--- config.mk ---
export PLATFORM = sky130hd
export DESIGN_NAME = modbus_write_register_framer_unit
export DESIGN_NICKNAME = d
export VERILOG_FILES = /design/src/design/mbwr_pkg.sv /design/src/design/mbwr_front.sv /design/src/design/mbwr_queue.sv /design/src/design/mbwr_back.sv /design/src/design/modbus_write_register_framer_unit.sv
export SDC_FILE = /design/constraint.sdc
export NUM_CORES = 1
export LEC_CHECK = 0
export BUFFER_PORTS_ARGS = -buffer_cell sky130_fd_sc_hd__buf_2
export CAP_MARGIN = 5
export CORE_MARGIN = 1
export CORE_UTILIZATION = 35
export CTS_CLUSTER_SIZE = 14
export DETAILED_ROUTE_END_ITERATION = 12
export SLEW_MARGIN = 40
export SYNTH_ARGS = -nofsm -noshare
export SYNTH_HDL_FRONTEND = slang
export SYNTH_SLANG_ARGS = --single-unit
--- constraint.sdc ---
create_clock -name aclk -period 8.39 [get_ports aclk]
set_input_delay 0.839 -clock aclk [delete_from_list [all_inputs] [get_ports aclk]]
set_output_delay 0.839 -clock aclk [all_outputs]
set_load 0.01 [all_outputs]
--- src/design/mbwr_pkg.sv ---
// Shared types, codes and the CRC-16/MODBUS byte update for the Modbus
// write-single-register framer. No dependencies.
package mbwr_pkg;

    // Command opcodes carried on the input channel's tuser.
    localparam logic [2:0] OP_EXTEND  = 3'd0;
    localparam logic [2:0] OP_RETRACT = 3'd1;
    localparam logic [2:0] OP_STOP    = 3'd2;
    localparam logic [2:0] OP_SPEED   = 3'd3;
    localparam logic [2:0] OP_PULSES  = 3'd4;

    // Holding register addresses (high byte is always zero).
    localparam logic [7:0] REG_ADDR_HI = 8'h00;
    localparam logic [7:0] REG_EXTEND  = 8'h01;
    localparam logic [7:0] REG_RETRACT = 8'h00;
    localparam logic [7:0] REG_STOP    = 8'h02;
    localparam logic [7:0] REG_SPEED   = 8'h05;
    localparam logic [7:0] REG_PULSES  = 8'h07;

    localparam logic [15:0] FIXED_VALUE      = 16'h0001;
    localparam logic [7:0]  FUNC_WRITE_SINGLE = 8'h06;
    localparam logic [15:0] CRC_INIT         = 16'hFFFF;
    localparam logic [15:0] CRC_POLY         = 16'hA001;
    localparam logic [7:0]  SLAVE_ADDR_RESET = 8'h01;

    // Byte positions within the frame.
    localparam logic [2:0] BYTE_ADDR     = 3'd0;
    localparam logic [2:0] BYTE_FUNC     = 3'd1;
    localparam logic [2:0] BYTE_REG_HI   = 3'd2;
    localparam logic [2:0] BYTE_REG_LO   = 3'd3;
    localparam logic [2:0] BYTE_VAL_HI   = 3'd4;
    localparam logic [2:0] BYTE_VAL_LO   = 3'd5;
    localparam logic [2:0] BYTE_CRC_LO   = 3'd6;
    localparam logic [2:0] BYTE_CRC_HI   = 3'd7;

    // Decoded command: register address low byte and value.
    typedef struct packed {
        logic [7:0]  reg_lo;
        logic [15:0] value;
    } cmd_t;

    // Fold one byte into a reflected CRC-16 (eight shift steps).
    function automatic logic [15:0] crc16_byte(input logic [15:0] crc_in,
                                               input logic [7:0]  data);
        logic [15:0] c;
        c = crc_in ^ {8'h00, data};
        for (int b = 0; b < 8; b++) begin
            if (c[0]) begin
                c = (c >> 1) ^ CRC_POLY;
            end else begin
                c = c >> 1;
            end
        end
        return c;
    endfunction

endpackage

--- src/design/mbwr_front.sv ---
// Front end of the framer: accepts commands, decodes opcodes into register
// and value, drops unknown opcodes. Depends on mbwr_pkg.
module mbwr_front import mbwr_pkg::*; (
    input  logic        aclk,
    input  logic        aresetn,
    input  logic        s_tvalid,
    output logic        s_tready,
    input  logic [15:0] s_tdata,
    input  logic [2:0]  s_tuser,
    output logic        push_valid,
    input  logic        push_ready,
    output cmd_t        push_cmd
);

    logic stage_valid_reg;
    logic stage_valid_next;
    cmd_t stage_cmd_reg;
    cmd_t decoded;
    logic known;
    logic accept;

    always_comb begin
        known          = 1'b1;
        decoded.reg_lo = REG_RETRACT;
        decoded.value  = FIXED_VALUE;
        case (s_tuser)
            OP_EXTEND:  decoded.reg_lo = REG_EXTEND;
            OP_RETRACT: decoded.reg_lo = REG_RETRACT;
            OP_STOP:    decoded.reg_lo = REG_STOP;
            OP_SPEED: begin
                decoded.reg_lo = REG_SPEED;
                decoded.value  = s_tdata;
            end
            OP_PULSES: begin
                decoded.reg_lo = REG_PULSES;
                decoded.value  = s_tdata;
            end
            default:    known = 1'b0;
        endcase
    end

    assign s_tready   = !stage_valid_reg || push_ready;
    assign accept     = s_tvalid && s_tready;
    assign push_valid = stage_valid_reg;
    assign push_cmd   = stage_cmd_reg;

    // Drop unknown opcodes here; hold a staged command until the queue takes it.
    assign stage_valid_next = accept ? known : (stage_valid_reg && !push_ready);

    always_ff @(posedge aclk) begin
        if (!aresetn) begin
            stage_valid_reg <= 1'b0;
        end else begin
            stage_valid_reg <= stage_valid_next;
        end
    end

    always_ff @(posedge aclk) begin
        if (accept) begin
            stage_cmd_reg <= decoded;
        end
    end

endmodule

--- src/design/mbwr_queue.sv ---
// Short command queue between front and back ends of the framer.
// Depends on mbwr_pkg.
module mbwr_queue import mbwr_pkg::*; #(
    parameter int QUEUE_DEPTH = 2
) (
    input  logic aclk,
    input  logic aresetn,
    input  logic push_valid,
    output logic push_ready,
    input  cmd_t push_cmd,
    output logic pop_valid,
    input  logic pop_ready,
    output cmd_t pop_cmd
);

    localparam int PTR_W = (QUEUE_DEPTH > 1) ? $clog2(QUEUE_DEPTH) : 1;
    localparam int CNT_W = $clog2(QUEUE_DEPTH + 1);
    localparam logic [PTR_W-1:0] PTR_LAST = PTR_W'(QUEUE_DEPTH - 1);
    localparam logic [CNT_W-1:0] CNT_FULL = CNT_W'(QUEUE_DEPTH);

    cmd_t             mem_reg [QUEUE_DEPTH];
    logic [PTR_W-1:0] wr_ptr_reg;
    logic [PTR_W-1:0] rd_ptr_reg;
    logic [CNT_W-1:0] count_reg;
    logic             do_push;
    logic             do_pop;

    assign push_ready = (count_reg != CNT_FULL);
    assign pop_valid  = (count_reg != '0);
    assign pop_cmd    = mem_reg[rd_ptr_reg];
    assign do_push    = push_valid && push_ready;
    assign do_pop     = pop_valid && pop_ready;

    always_ff @(posedge aclk) begin
        if (!aresetn) begin
            wr_ptr_reg <= '0;
            rd_ptr_reg <= '0;
            count_reg  <= '0;
        end else begin
            if (do_push) begin
                wr_ptr_reg <= (wr_ptr_reg == PTR_LAST) ? '0 : wr_ptr_reg + 1'b1;
            end
            if (do_pop) begin
                rd_ptr_reg <= (rd_ptr_reg == PTR_LAST) ? '0 : rd_ptr_reg + 1'b1;
            end
            if (do_push && !do_pop) begin
                count_reg <= count_reg + 1'b1;
            end else if (do_pop && !do_push) begin
                count_reg <= count_reg - 1'b1;
            end
        end
    end

    always_ff @(posedge aclk) begin
        if (do_push) begin
            mem_reg[wr_ptr_reg] <= push_cmd;
        end
    end

endmodule

--- src/design/mbwr_back.sv ---
// Back end of the framer: serialises one command into eight frame bytes,
// folding the CRC in as the bytes go out. Depends on mbwr_pkg.
module mbwr_back import mbwr_pkg::*; (
    input  logic       aclk,
    input  logic       aresetn,
    input  logic [7:0] slave_address,
    input  logic       pop_valid,
    output logic       pop_ready,
    input  cmd_t       pop_cmd,
    output logic       m_tvalid,
    input  logic       m_tready,
    output logic [7:0] m_tdata,
    output logic       m_tlast
);

    logic        cmd_valid_reg;
    cmd_t        cmd_reg;
    logic [2:0]  idx_reg;
    logic [15:0] crc_reg;
    logic        m_tvalid_reg;
    logic [7:0]  m_tdata_reg;
    logic        m_tlast_reg;
    logic [7:0]  byte_sel;
    logic        out_load;
    logic        at_last;
    logic        do_pop;

    always_comb begin
        case (idx_reg)
            BYTE_ADDR:   byte_sel = slave_address;
            BYTE_FUNC:   byte_sel = FUNC_WRITE_SINGLE;
            BYTE_REG_HI: byte_sel = REG_ADDR_HI;
            BYTE_REG_LO: byte_sel = cmd_reg.reg_lo;
            BYTE_VAL_HI: byte_sel = cmd_reg.value[15:8];
            BYTE_VAL_LO: byte_sel = cmd_reg.value[7:0];
            BYTE_CRC_LO: byte_sel = crc_reg[7:0];
            BYTE_CRC_HI: byte_sel = crc_reg[15:8];
            default:     byte_sel = crc_reg[15:8];
        endcase
    end

    // Advance one byte whenever the output register is free or draining.
    assign out_load  = cmd_valid_reg && (!m_tvalid_reg || m_tready);
    assign at_last   = (idx_reg == BYTE_CRC_HI);
    assign pop_ready = !cmd_valid_reg || (out_load && at_last);
    assign do_pop    = pop_valid && pop_ready;

    assign m_tvalid = m_tvalid_reg;
    assign m_tdata  = m_tdata_reg;
    assign m_tlast  = m_tlast_reg;

    always_ff @(posedge aclk) begin
        if (!aresetn) begin
            cmd_valid_reg <= 1'b0;
            idx_reg       <= BYTE_ADDR;
            m_tvalid_reg  <= 1'b0;
        end else begin
            if (do_pop) begin
                cmd_valid_reg <= 1'b1;
                idx_reg       <= BYTE_ADDR;
            end else if (out_load) begin
                cmd_valid_reg <= !at_last;
                idx_reg       <= idx_reg + 1'b1;
            end
            if (out_load) begin
                m_tvalid_reg <= 1'b1;
            end else if (m_tready) begin
                m_tvalid_reg <= 1'b0;
            end
        end
    end

    always_ff @(posedge aclk) begin
        if (do_pop) begin
            cmd_reg <= pop_cmd;
            crc_reg <= CRC_INIT;
        end else if (out_load && (idx_reg < BYTE_CRC_LO)) begin
            crc_reg <= crc16_byte(crc_reg, byte_sel);
        end
        if (out_load) begin
            m_tdata_reg <= byte_sel;
            m_tlast_reg <= at_last;
        end
    end

    a_last_on_eighth: assert property (@(posedge aclk) disable iff (!aresetn)
        (out_load && at_last) |=> m_tlast_reg)
        else $error("frame end not marked on the CRC high byte");

    a_no_early_last: assert property (@(posedge aclk) disable iff (!aresetn)
        (out_load && !at_last) |=> !m_tlast_reg)
        else $error("frame end marked before the CRC high byte");

    a_pop_only_between_frames: assert property (@(posedge aclk) disable iff (!aresetn)
        (do_pop && cmd_valid_reg) |-> (out_load && at_last))
        else $error("new command loaded in the middle of a frame");

endmodule

--- src/design/modbus_write_register_framer_unit.sv ---
// Top level of the Modbus RTU write-single-register framer.
// Depends on mbwr_pkg, mbwr_front, mbwr_queue and mbwr_back.
//
// Input channel (s_*): one motor command per item. tuser carries the opcode
// (extend, retract, stop, set speed, set pulse count), tdata the 16-bit
// command value, used only by set speed and set pulse count. Opcodes 5 to 7
// are dropped and produce no bytes.
// Output channel (m_*): the eight bytes of one frame per command, one byte per
// item: address, function 0x06, register high/low, value high/low,
// CRC-16/MODBUS low then high. tlast marks the CRC high byte.
// Configuration: cfg_we writes cfg_wdata into the slave address on any clock
// edge; write it only while no frame is in flight.
// On an idle block an accepted command passes the front stage, the queue and
// the command register before its first byte enters the output register. One
// byte per cycle while m_tready is high, set by the byte-wide output register;
// frames of consecutive commands follow with no gap.
// A front stage and a QUEUE_DEPTH-entry queue accept commands while a frame is
// going out. When the receiver stalls, hold the current byte and fill the
// queue; s_tready falls once the queue and stage are full. Reset (synchronous)
// empties the queue, drops any frame in progress and sets the address to 1.
module modbus_write_register_framer_unit import mbwr_pkg::*; #(
    parameter int QUEUE_DEPTH = 2
) (
    input  logic        aclk,
    input  logic        aresetn,
    // Command input
    input  logic        s_tvalid,
    output logic        s_tready,
    input  logic [15:0] s_tdata,   // [15:0] command_value
    input  logic [2:0]  s_tuser,   // [2:0] opcode
    // Frame byte output
    output logic        m_tvalid,
    input  logic        m_tready,
    output logic [7:0]  m_tdata,   // [7:0] frame_byte
    output logic        m_tlast,   // last_byte
    // Slave address register
    input  logic        cfg_we,
    input  logic [7:0]  cfg_wdata
);

    logic [7:0] slave_addr_reg;
    logic       push_valid;
    logic       push_ready;
    cmd_t       push_cmd;
    logic       pop_valid;
    logic       pop_ready;
    cmd_t       pop_cmd;

    // Hold the slave address; reset to device 1.
    always_ff @(posedge aclk) begin
        if (!aresetn) begin
            slave_addr_reg <= SLAVE_ADDR_RESET;
        end else if (cfg_we) begin
            slave_addr_reg <= cfg_wdata;
        end
    end

    // Decode and stage commands.
    mbwr_front u_front (
        .aclk       (aclk),
        .aresetn    (aresetn),
        .s_tvalid   (s_tvalid),
        .s_tready   (s_tready),
        .s_tdata    (s_tdata),
        .s_tuser    (s_tuser),
        .push_valid (push_valid),
        .push_ready (push_ready),
        .push_cmd   (push_cmd)
    );

    // Decouple decoding from serialisation.
    mbwr_queue #(
        .QUEUE_DEPTH (QUEUE_DEPTH)
    ) u_queue (
        .aclk       (aclk),
        .aresetn    (aresetn),
        .push_valid (push_valid),
        .push_ready (push_ready),
        .push_cmd   (push_cmd),
        .pop_valid  (pop_valid),
        .pop_ready  (pop_ready),
        .pop_cmd    (pop_cmd)
    );

    // Serialise frames and append the CRC.
    mbwr_back u_back (
        .aclk          (aclk),
        .aresetn       (aresetn),
        .slave_address (slave_addr_reg),
        .pop_valid     (pop_valid),
        .pop_ready     (pop_ready),
        .pop_cmd       (pop_cmd),
        .m_tvalid      (m_tvalid),
        .m_tready      (m_tready),
        .m_tdata       (m_tdata),
        .m_tlast       (m_tlast)
    );

endmodule

== Word-level counts from Yosys, hierarchy flattened ==
Memory sizes are Yosys's and may differ from the RTL's. A register that Yosys moved wholly into a read port is not among the register bits.
Index checks and enable logic that the tools add are counted.

* Muxes and demuxes: 36
* Bitwise operators: 10
* Add/subtract/negate cells: 5
* Magnitude comparators: 1
* Eq/ne operators: 12
* Reductions and logical operators: 28

{| class="wikitable"
|+ Operator list
! kind !! number
|-
| 16-bit 2-to-1 mux || 22
|-
| 8-bit case mux with 8 select lines || 1
|-
| 2-bit NOT with 3-bit output || 8
|-
| 16-bit by 8-bit XOR with 16-bit output || 1
|-
| 3-bit == test (second input constant) || 5
|-
| 3-bit by 2-bit == test with 1-bit output (second input constant) || 4
|-
| 3-bit case mux with 4 select lines || 1
|-
| 1-bit 2-to-1 mux || 10
|-
| 1-bit logical AND || 9
|-
| 2-bit nonzero test || 4
|-
| 1-bit logical NOT || 7
|-
| 3-bit by 1-bit == test with 1-bit output (second input constant) || 2
|-
| 3-bit logical NOT || 2
|-
| 5-bit OR reduction || 1
|-
| 2-bit 2-to-1 mux || 2
|-
| 2-bit OR reduction || 2
|-
| 3-bit by 1-bit adder with 3-bit output (second input constant) || 1
|-
| 1-bit logical OR || 3
|-
| 3-bit less-than comparator (second input constant) || 1
|-
| 1-bit adder (second input constant) || 2
|-
| 2-bit by 1-bit adder with 2-bit output (second input constant) || 1
|-
| 2-bit != test (second input constant) || 1
|-
| 2-bit by 1-bit subtractor with 2-bit output (second input constant) || 1
|-
| 1-bit NOT || 1
|}

* Word-level logic and storage cells: 106
* RAM bits: 48
* Output and inout bits: 11
* Register bits after elaboration: 67
* Memories kept: 1
* Input bits: 32

{| class="wikitable"
|+ Memory list
! name !! words !! width !! read ports !! clocked after Yosys merged registers in !! write ports !! RTL line !! RTL
|-
| u_queue.mem_reg || 2 || 24 || 1 || 1 || 1 || mbwr_queue.sv:21 || <nowiki>cmd_t mem_reg [QUEUE_DEPTH];</nowiki>
|}

== Depth between registers and ports, before layout ==
* Depth in word-level cells: 33
* Gate-level depth with buffers: 12
* Gate-level depth less buffers: 10

== By module ==
A second synthesis with hierarchy kept.

* Cell total of the unflattened synthesis: 397
* Area, all modules: 5585.4 um^2

{| class="wikitable"
|+ By module, submodules not included
! module !! area each (um^2) !! instances !! sequential area each (um^2) !! cells an instance
|-
| mbwr_back || 2494.9 || 1 || 1411.4 || 218
|-
| mbwr_queue || 1969.4 || 1 || 1541.5 || 99
|-
| mbwr_front || 822.0 || 1 || 590.6 || 55
|-
| modbus_write_register_framer_unit || 299.0 || 1 || 160.2 || 25
|}

== Worst setup path before layout ==
No wires, ideal clock.

* Path kind: register -> register
* Start point: register u_back.idx_reg[2]
* End point: register u_back.crc_reg[0]
* Path buffers: 2
* Cell stages (with the launch flop): 13
* Data required time: 8.262 ns
* Clock period less this slack: 2.798 ns
* Library setup time: 0.128 ns
* Data arrival time: 2.670 ns
* Slack: 5.592 ns
* Cell sequence: dfxtp_1 > buf_2 > inv_2 > ha_1 > nor4_4 > nand2_2 > buf_6 > and2_1 > o211a_1 > xor2_2 > xor3_2 > xnor2_1 > o21ai_1

* Longest elaborated chain between the ends: 26
* Elaborated cells between the ends (all ways): 44
* Those cells by class: 1 x order compare; 7 x eq/ne; 23 x mux; 8 x bitwise; 5 x reduce/logical

{| class="wikitable"
|+ RTL lines
! what !! RTL line !! RTL
|-
| start: declaration || mbwr_back.sv:18 || <nowiki>logic [2:0] idx_reg;</nowiki>
|-
| start signal: assignment || mbwr_back.sv:63 || <nowiki>idx_reg <= idx_reg + 1'b1;</nowiki>
|-
| 3-bit == test (tied with other cells) || mbwr_back.sv:29, mbwr_back.sv:44 ||
|-
| 8-bit case mux with 8 select lines || mbwr_back.sv:29 || <nowiki>case (idx_reg)</nowiki>
|-
| 16-bit by 8-bit XOR with 16-bit output || mbwr_pkg.sv:46 || <nowiki>c = crc_in ^ {8'h00, data};</nowiki>
|-
| 16-bit 2-to-1 mux or 2-bit NOT with 3-bit output (tied branches) || - ||
|-
| 16-bit 2-to-1 mux (on tied branches) || mbwr_back.sv:77, mbwr_pkg.sv:48 ||
|-
| 16-bit 2-to-1 mux (on tied branches) || mbwr_back.sv:74, mbwr_back.sv:77 ||
|-
| 16-bit 2-to-1 mux (tied with other cells) || mbwr_pkg.sv:48 || <nowiki>if (c[0]) begin</nowiki>
|-
| 16-bit 2-to-1 mux (on tied branches) || mbwr_back.sv:77, mbwr_pkg.sv:48 ||
|-
| [... 10 more ...] || - ||
|-
| 16-bit 2-to-1 mux (tied with other cells) || mbwr_pkg.sv:48 ||
|-
| 16-bit 2-to-1 mux (on tied branches) || mbwr_back.sv:77, mbwr_pkg.sv:48 ||
|-
| 16-bit 2-to-1 mux (on tied branches) || mbwr_back.sv:74, mbwr_back.sv:77 ||
|-
| 2-bit NOT with 3-bit output (no source line) or 16-bit 2-to-1 mux (tied branches) || - ||
|-
| 16-bit 2-to-1 mux || mbwr_pkg.sv:48 ||
|-
| 16-bit 2-to-1 mux || mbwr_back.sv:77 || <nowiki>end else if (out_load && (idx_reg < BYTE_CRC_LO)) begin</nowiki>
|-
| 16-bit 2-to-1 mux || mbwr_back.sv:74 || <nowiki>if (do_pop) begin</nowiki>
|-
| 16-bit 2-to-1 mux || mbwr_pkg.sv:48 ||
|-
| end signal: assignment || mbwr_back.sv:78 || <nowiki>crc_reg <= crc16_byte(crc_reg, byte_sel);</nowiki>
|-
| end: declaration || mbwr_back.sv:19 || <nowiki>logic [15:0] crc_reg;</nowiki>
|}

Several ways; a longest one is shown, not always the timed one. The select of a mux whose other input is x is not followed.
A chain may end at the register's enable or synchronous reset.

== Worst setup path in the final report ==
* Start point: register u_back.idx_reg[2]
* End point: register u_back.crc_reg[14]

* Longest elaborated chain between the ends: 26
* Elaborated cells between the ends (all ways): 43
* Those cells by class: 1 x order compare; 7 x eq/ne; 23 x mux; 7 x bitwise; 5 x reduce/logical

{| class="wikitable"
|+ RTL lines
! what !! RTL line
|-
| 3-bit == test (tied with other cells) || mbwr_back.sv:29, mbwr_back.sv:44
|-
| 8-bit case mux with 8 select lines || mbwr_back.sv:29
|-
| 16-bit by 8-bit XOR with 16-bit output || mbwr_pkg.sv:46
|-
| 16-bit 2-to-1 mux or 2-bit NOT with 3-bit output (tied branches) || -
|-
| 16-bit 2-to-1 mux (on tied branches) || mbwr_back.sv:77, mbwr_pkg.sv:48
|-
| 16-bit 2-to-1 mux (on tied branches) || mbwr_back.sv:74, mbwr_back.sv:77
|-
| 16-bit 2-to-1 mux (tied with other cells) || mbwr_pkg.sv:48
|-
| 16-bit 2-to-1 mux (on tied branches) || mbwr_back.sv:77, mbwr_pkg.sv:48
|-
| [... 10 more ...] || -
|-
| 2-bit NOT with 3-bit output (no source line) or 16-bit 2-to-1 mux (tied branches) || -
|-
| 16-bit 2-to-1 mux || mbwr_pkg.sv:48
|-
| 16-bit 2-to-1 mux || mbwr_back.sv:77
|-
| 16-bit 2-to-1 mux || mbwr_back.sv:74
|-
| 16-bit 2-to-1 mux || mbwr_pkg.sv:48
|-
| 16-bit 2-to-1 mux || mbwr_back.sv:77
|-
| 16-bit 2-to-1 mux || mbwr_back.sv:74
|-
| 16-bit 2-to-1 mux || mbwr_pkg.sv:48
|}

Several ways; a longest one is shown, not always the timed one. The select of a mux whose other input is x is not followed.

==> out/results.txt <==
CTS max path bufs: 2
CP Buf/Inv Count: 1
TritonCTS Buffers: 17
HP Class: reg -> reg
Util after Layout: 42.5%
Seq cells post-synth: 119
Die area: 0.0146 mm^2
Setup CP Type: reg -> reg
IO Pins: 43
Worst skew pair latency: 0.41 ns
Final setup viols: 0
CTS clock-pin slew for the worst setup and hold paths: 0.05 ns
Area contributors post-synth: edfxtp_1, dfxtp_1, mux2_2
Syn_nets: 399
Max-Cap Viols: 0
Commonest non-fill, non-tap cell in the layout: edfxtp_1
Crit path launch type: flop
IO buf count: 42
Die Width: 121 um
Synth top area share: 51.6%
Outcome: finished clean
Setup repair after global routing missed its margin: false
Peak supply drop: 0.203 mV
Post-route ant nets: 0
Seq/Total Area, Yosys: 65.4%
Req. time, crit path: 8.68 ns
Syn_area_per_cell: 13.7 um^2
CP cell instances: inv_2 -> ha_1 -> nor4_4 -> nand2_2 -> mux2i_2 -> xor2_2 -> xor2_2 -> xor3_2 -> xnor2_1 -> o21ai_1
Initial antenna violation count: 0
Hold buffer count at CTS: 0
GRT overflow: 0
Leak Pwr: 2.22 nW
Area grow syn2layout: 18.8%
Initial Utilization: 35.8%
Largest area contributor in the netlist: edfxtp_1
Most frequent cells in the layout: edfxtp_1, buf_2, dfxtp_1, nand2_1, nor2b_1
Layout cells sized above 1: 26.7%
Final nets: 448
Largest net degree at the start of global routing: 23
Crit path time final: 3.27 ns
Max reg flops: 38
TritonRoute pass-1 iters: 4
Top delay family on crit path: XOR/XNOR gates
Syn Inst Count: 360
Vias per cell: 4.70
P per Cell Area: 366 mW/mm^2
Overall Power: 2.15 mW
Post-synth cell types: 46
DRC: 0
Vias: 2818
Ant. Diodes: 0
Max_slew headroom: 50.3%
Critical path capture point type: flop
Worst Path Arrival: 3.56 ns
Total wire length: 8.57 mm
Core box area: 0.0138 mm^2
Post-CTS setup buffer count: 0
Crit path max-delay cell type: dfxtp_1
First-pass GRT wire length: 14.0 mm
Clock Sinks: 119
Dpl hpwl: 5.78 mm
DR iter-0 viols: 227
CTS tree: done
Maximum fanout along the worst path: 12
Quantity of gates resized following cts: 0
Hold Vio Cnt, Final: 0
Root Driver: clkbuf_16
Final Max Tran Viols: 0
Vert. Die Dim: 121 um
Layout fillers: 1276
Vias in the first global route: 2793
Aggregate global-route resource usage: 13.1%
Fin crit share: 38.9%
Post-synth EDFFs: 85
Top FF cell, synth: edfxtp_1
Num rows: 43
Worst Max-Slew Pin Slew: 0.742 ns
Async set-reset flop share out of synthesis: 0%
Yosys warnings: 0
Crit path top cell by count: xor2_2
H-tree levels: 4
Final TNS setup: 0 ns
Fmax: 0.306 GHz
CP peak stage delay: 0.55 ns
DR WL/cell: 14.3 um
GPL Wtd Cong: 0.810
Cell Area, Synth: 0.00495 mm^2
Clk_skew: 0.00629 ns
## cell usage after synthesis (3+ instances only)
cell      number
nor2b_1       23
mux2_2        21
nand3_1        6
xnor2_1       13
a22oi_1        3
xor2_2         4
nand2b_1       3
and2_1         5
buf_2          4
nor2_1        13
or2_2          3
a21boi_0       4
nand2_1       32
a222oi_1       6
o21ai_1        4
xor2_1         6
mux2i_2        3
inv_1         13
ha_1           7
o211ai_1      10
o21ai_0        8
mux2i_1        9
dfxtp_1       34
a21oi_1        9
edfxtp_1      85
clkbuf_1       8
## per-stage QoR
stage                     worst slack [ns]  cell area [um^2]  instances  hold WS, ns
after detailed placement              5.15              5330        570        0.432
after global routing                  4.91              5880        599        0.460
after CTS                             5.13              5870        599        0.439
after floorplan                       5.59              4950        360        0.421
after global placement                5.31              5330        570        0.423
final                                 5.12              5880        599        0.440
## final cells by class
type | count | area [um^2] | area share, %
clock buffers | 20 | 437 | 7.43
clock inverters | 9 | 106 | 1.81
multi-input cells | 212 | 1590 | 27.1
inverters | 14 | 52.6 | 0.894
well taps | 180 | 225 | 3.83
repair buffers | 45 | 233 | 3.96
flip-flops and latches | 119 | 3230 | 55.0
## path summary, 6_finish.rpt
kind	from	end	slack (ns)	cells after the start
setup / recovery	u_back.idx_reg[2]	u_back.crc_reg[14]	5.12	10
hold / removal	u_front.push_cmd[2]	u_queue.mem_reg[0][2]	0.44	0
setup reg to reg	u_back.idx_reg[2]	u_back.crc_reg[14]	5.12	10
hold reg to reg	u_front.push_cmd[2]	u_queue.mem_reg[0][2]	0.44	0
## power breakdown
part | switching [mW] | internal (mW) | total [mW]
combinational | 0.328 | 0.284 | 0.612
sequential | 0.0877 | 0.785 | 0.872
clock | 0.238 | 0.429 | 0.667
total | 0.654 | 1.50 | 2.15
## layer usage
metal | wire length, um | track usage [%] | vias up | part of all wire (%)
met3 | 498 | 4.42 | 18 | 5.8
met1 | 3970 | 15.9 | 1315 | 46
li1 | - | - | 1403 | -
met2 | 3880 | 20.0 | 82 | 45
met5 | 0 | 0 | - | 0
met4 | 233 | 7.79 | 0 | 2.7
## kinds of logic (layout without fill, tap and decap cells)
family,Yosys count,in the layout,synth area share (%)
simple gates,96,96,10.1
xor+xnor,25,25,5.51
flops,119,119,65.4
compound gates,51,51,7.18
buf+inv,29,88,2.61
mux,33,33,7.44
fa+ha+maj,7,7,1.77
No activity file was read; power rests on OpenSTA's default activity.
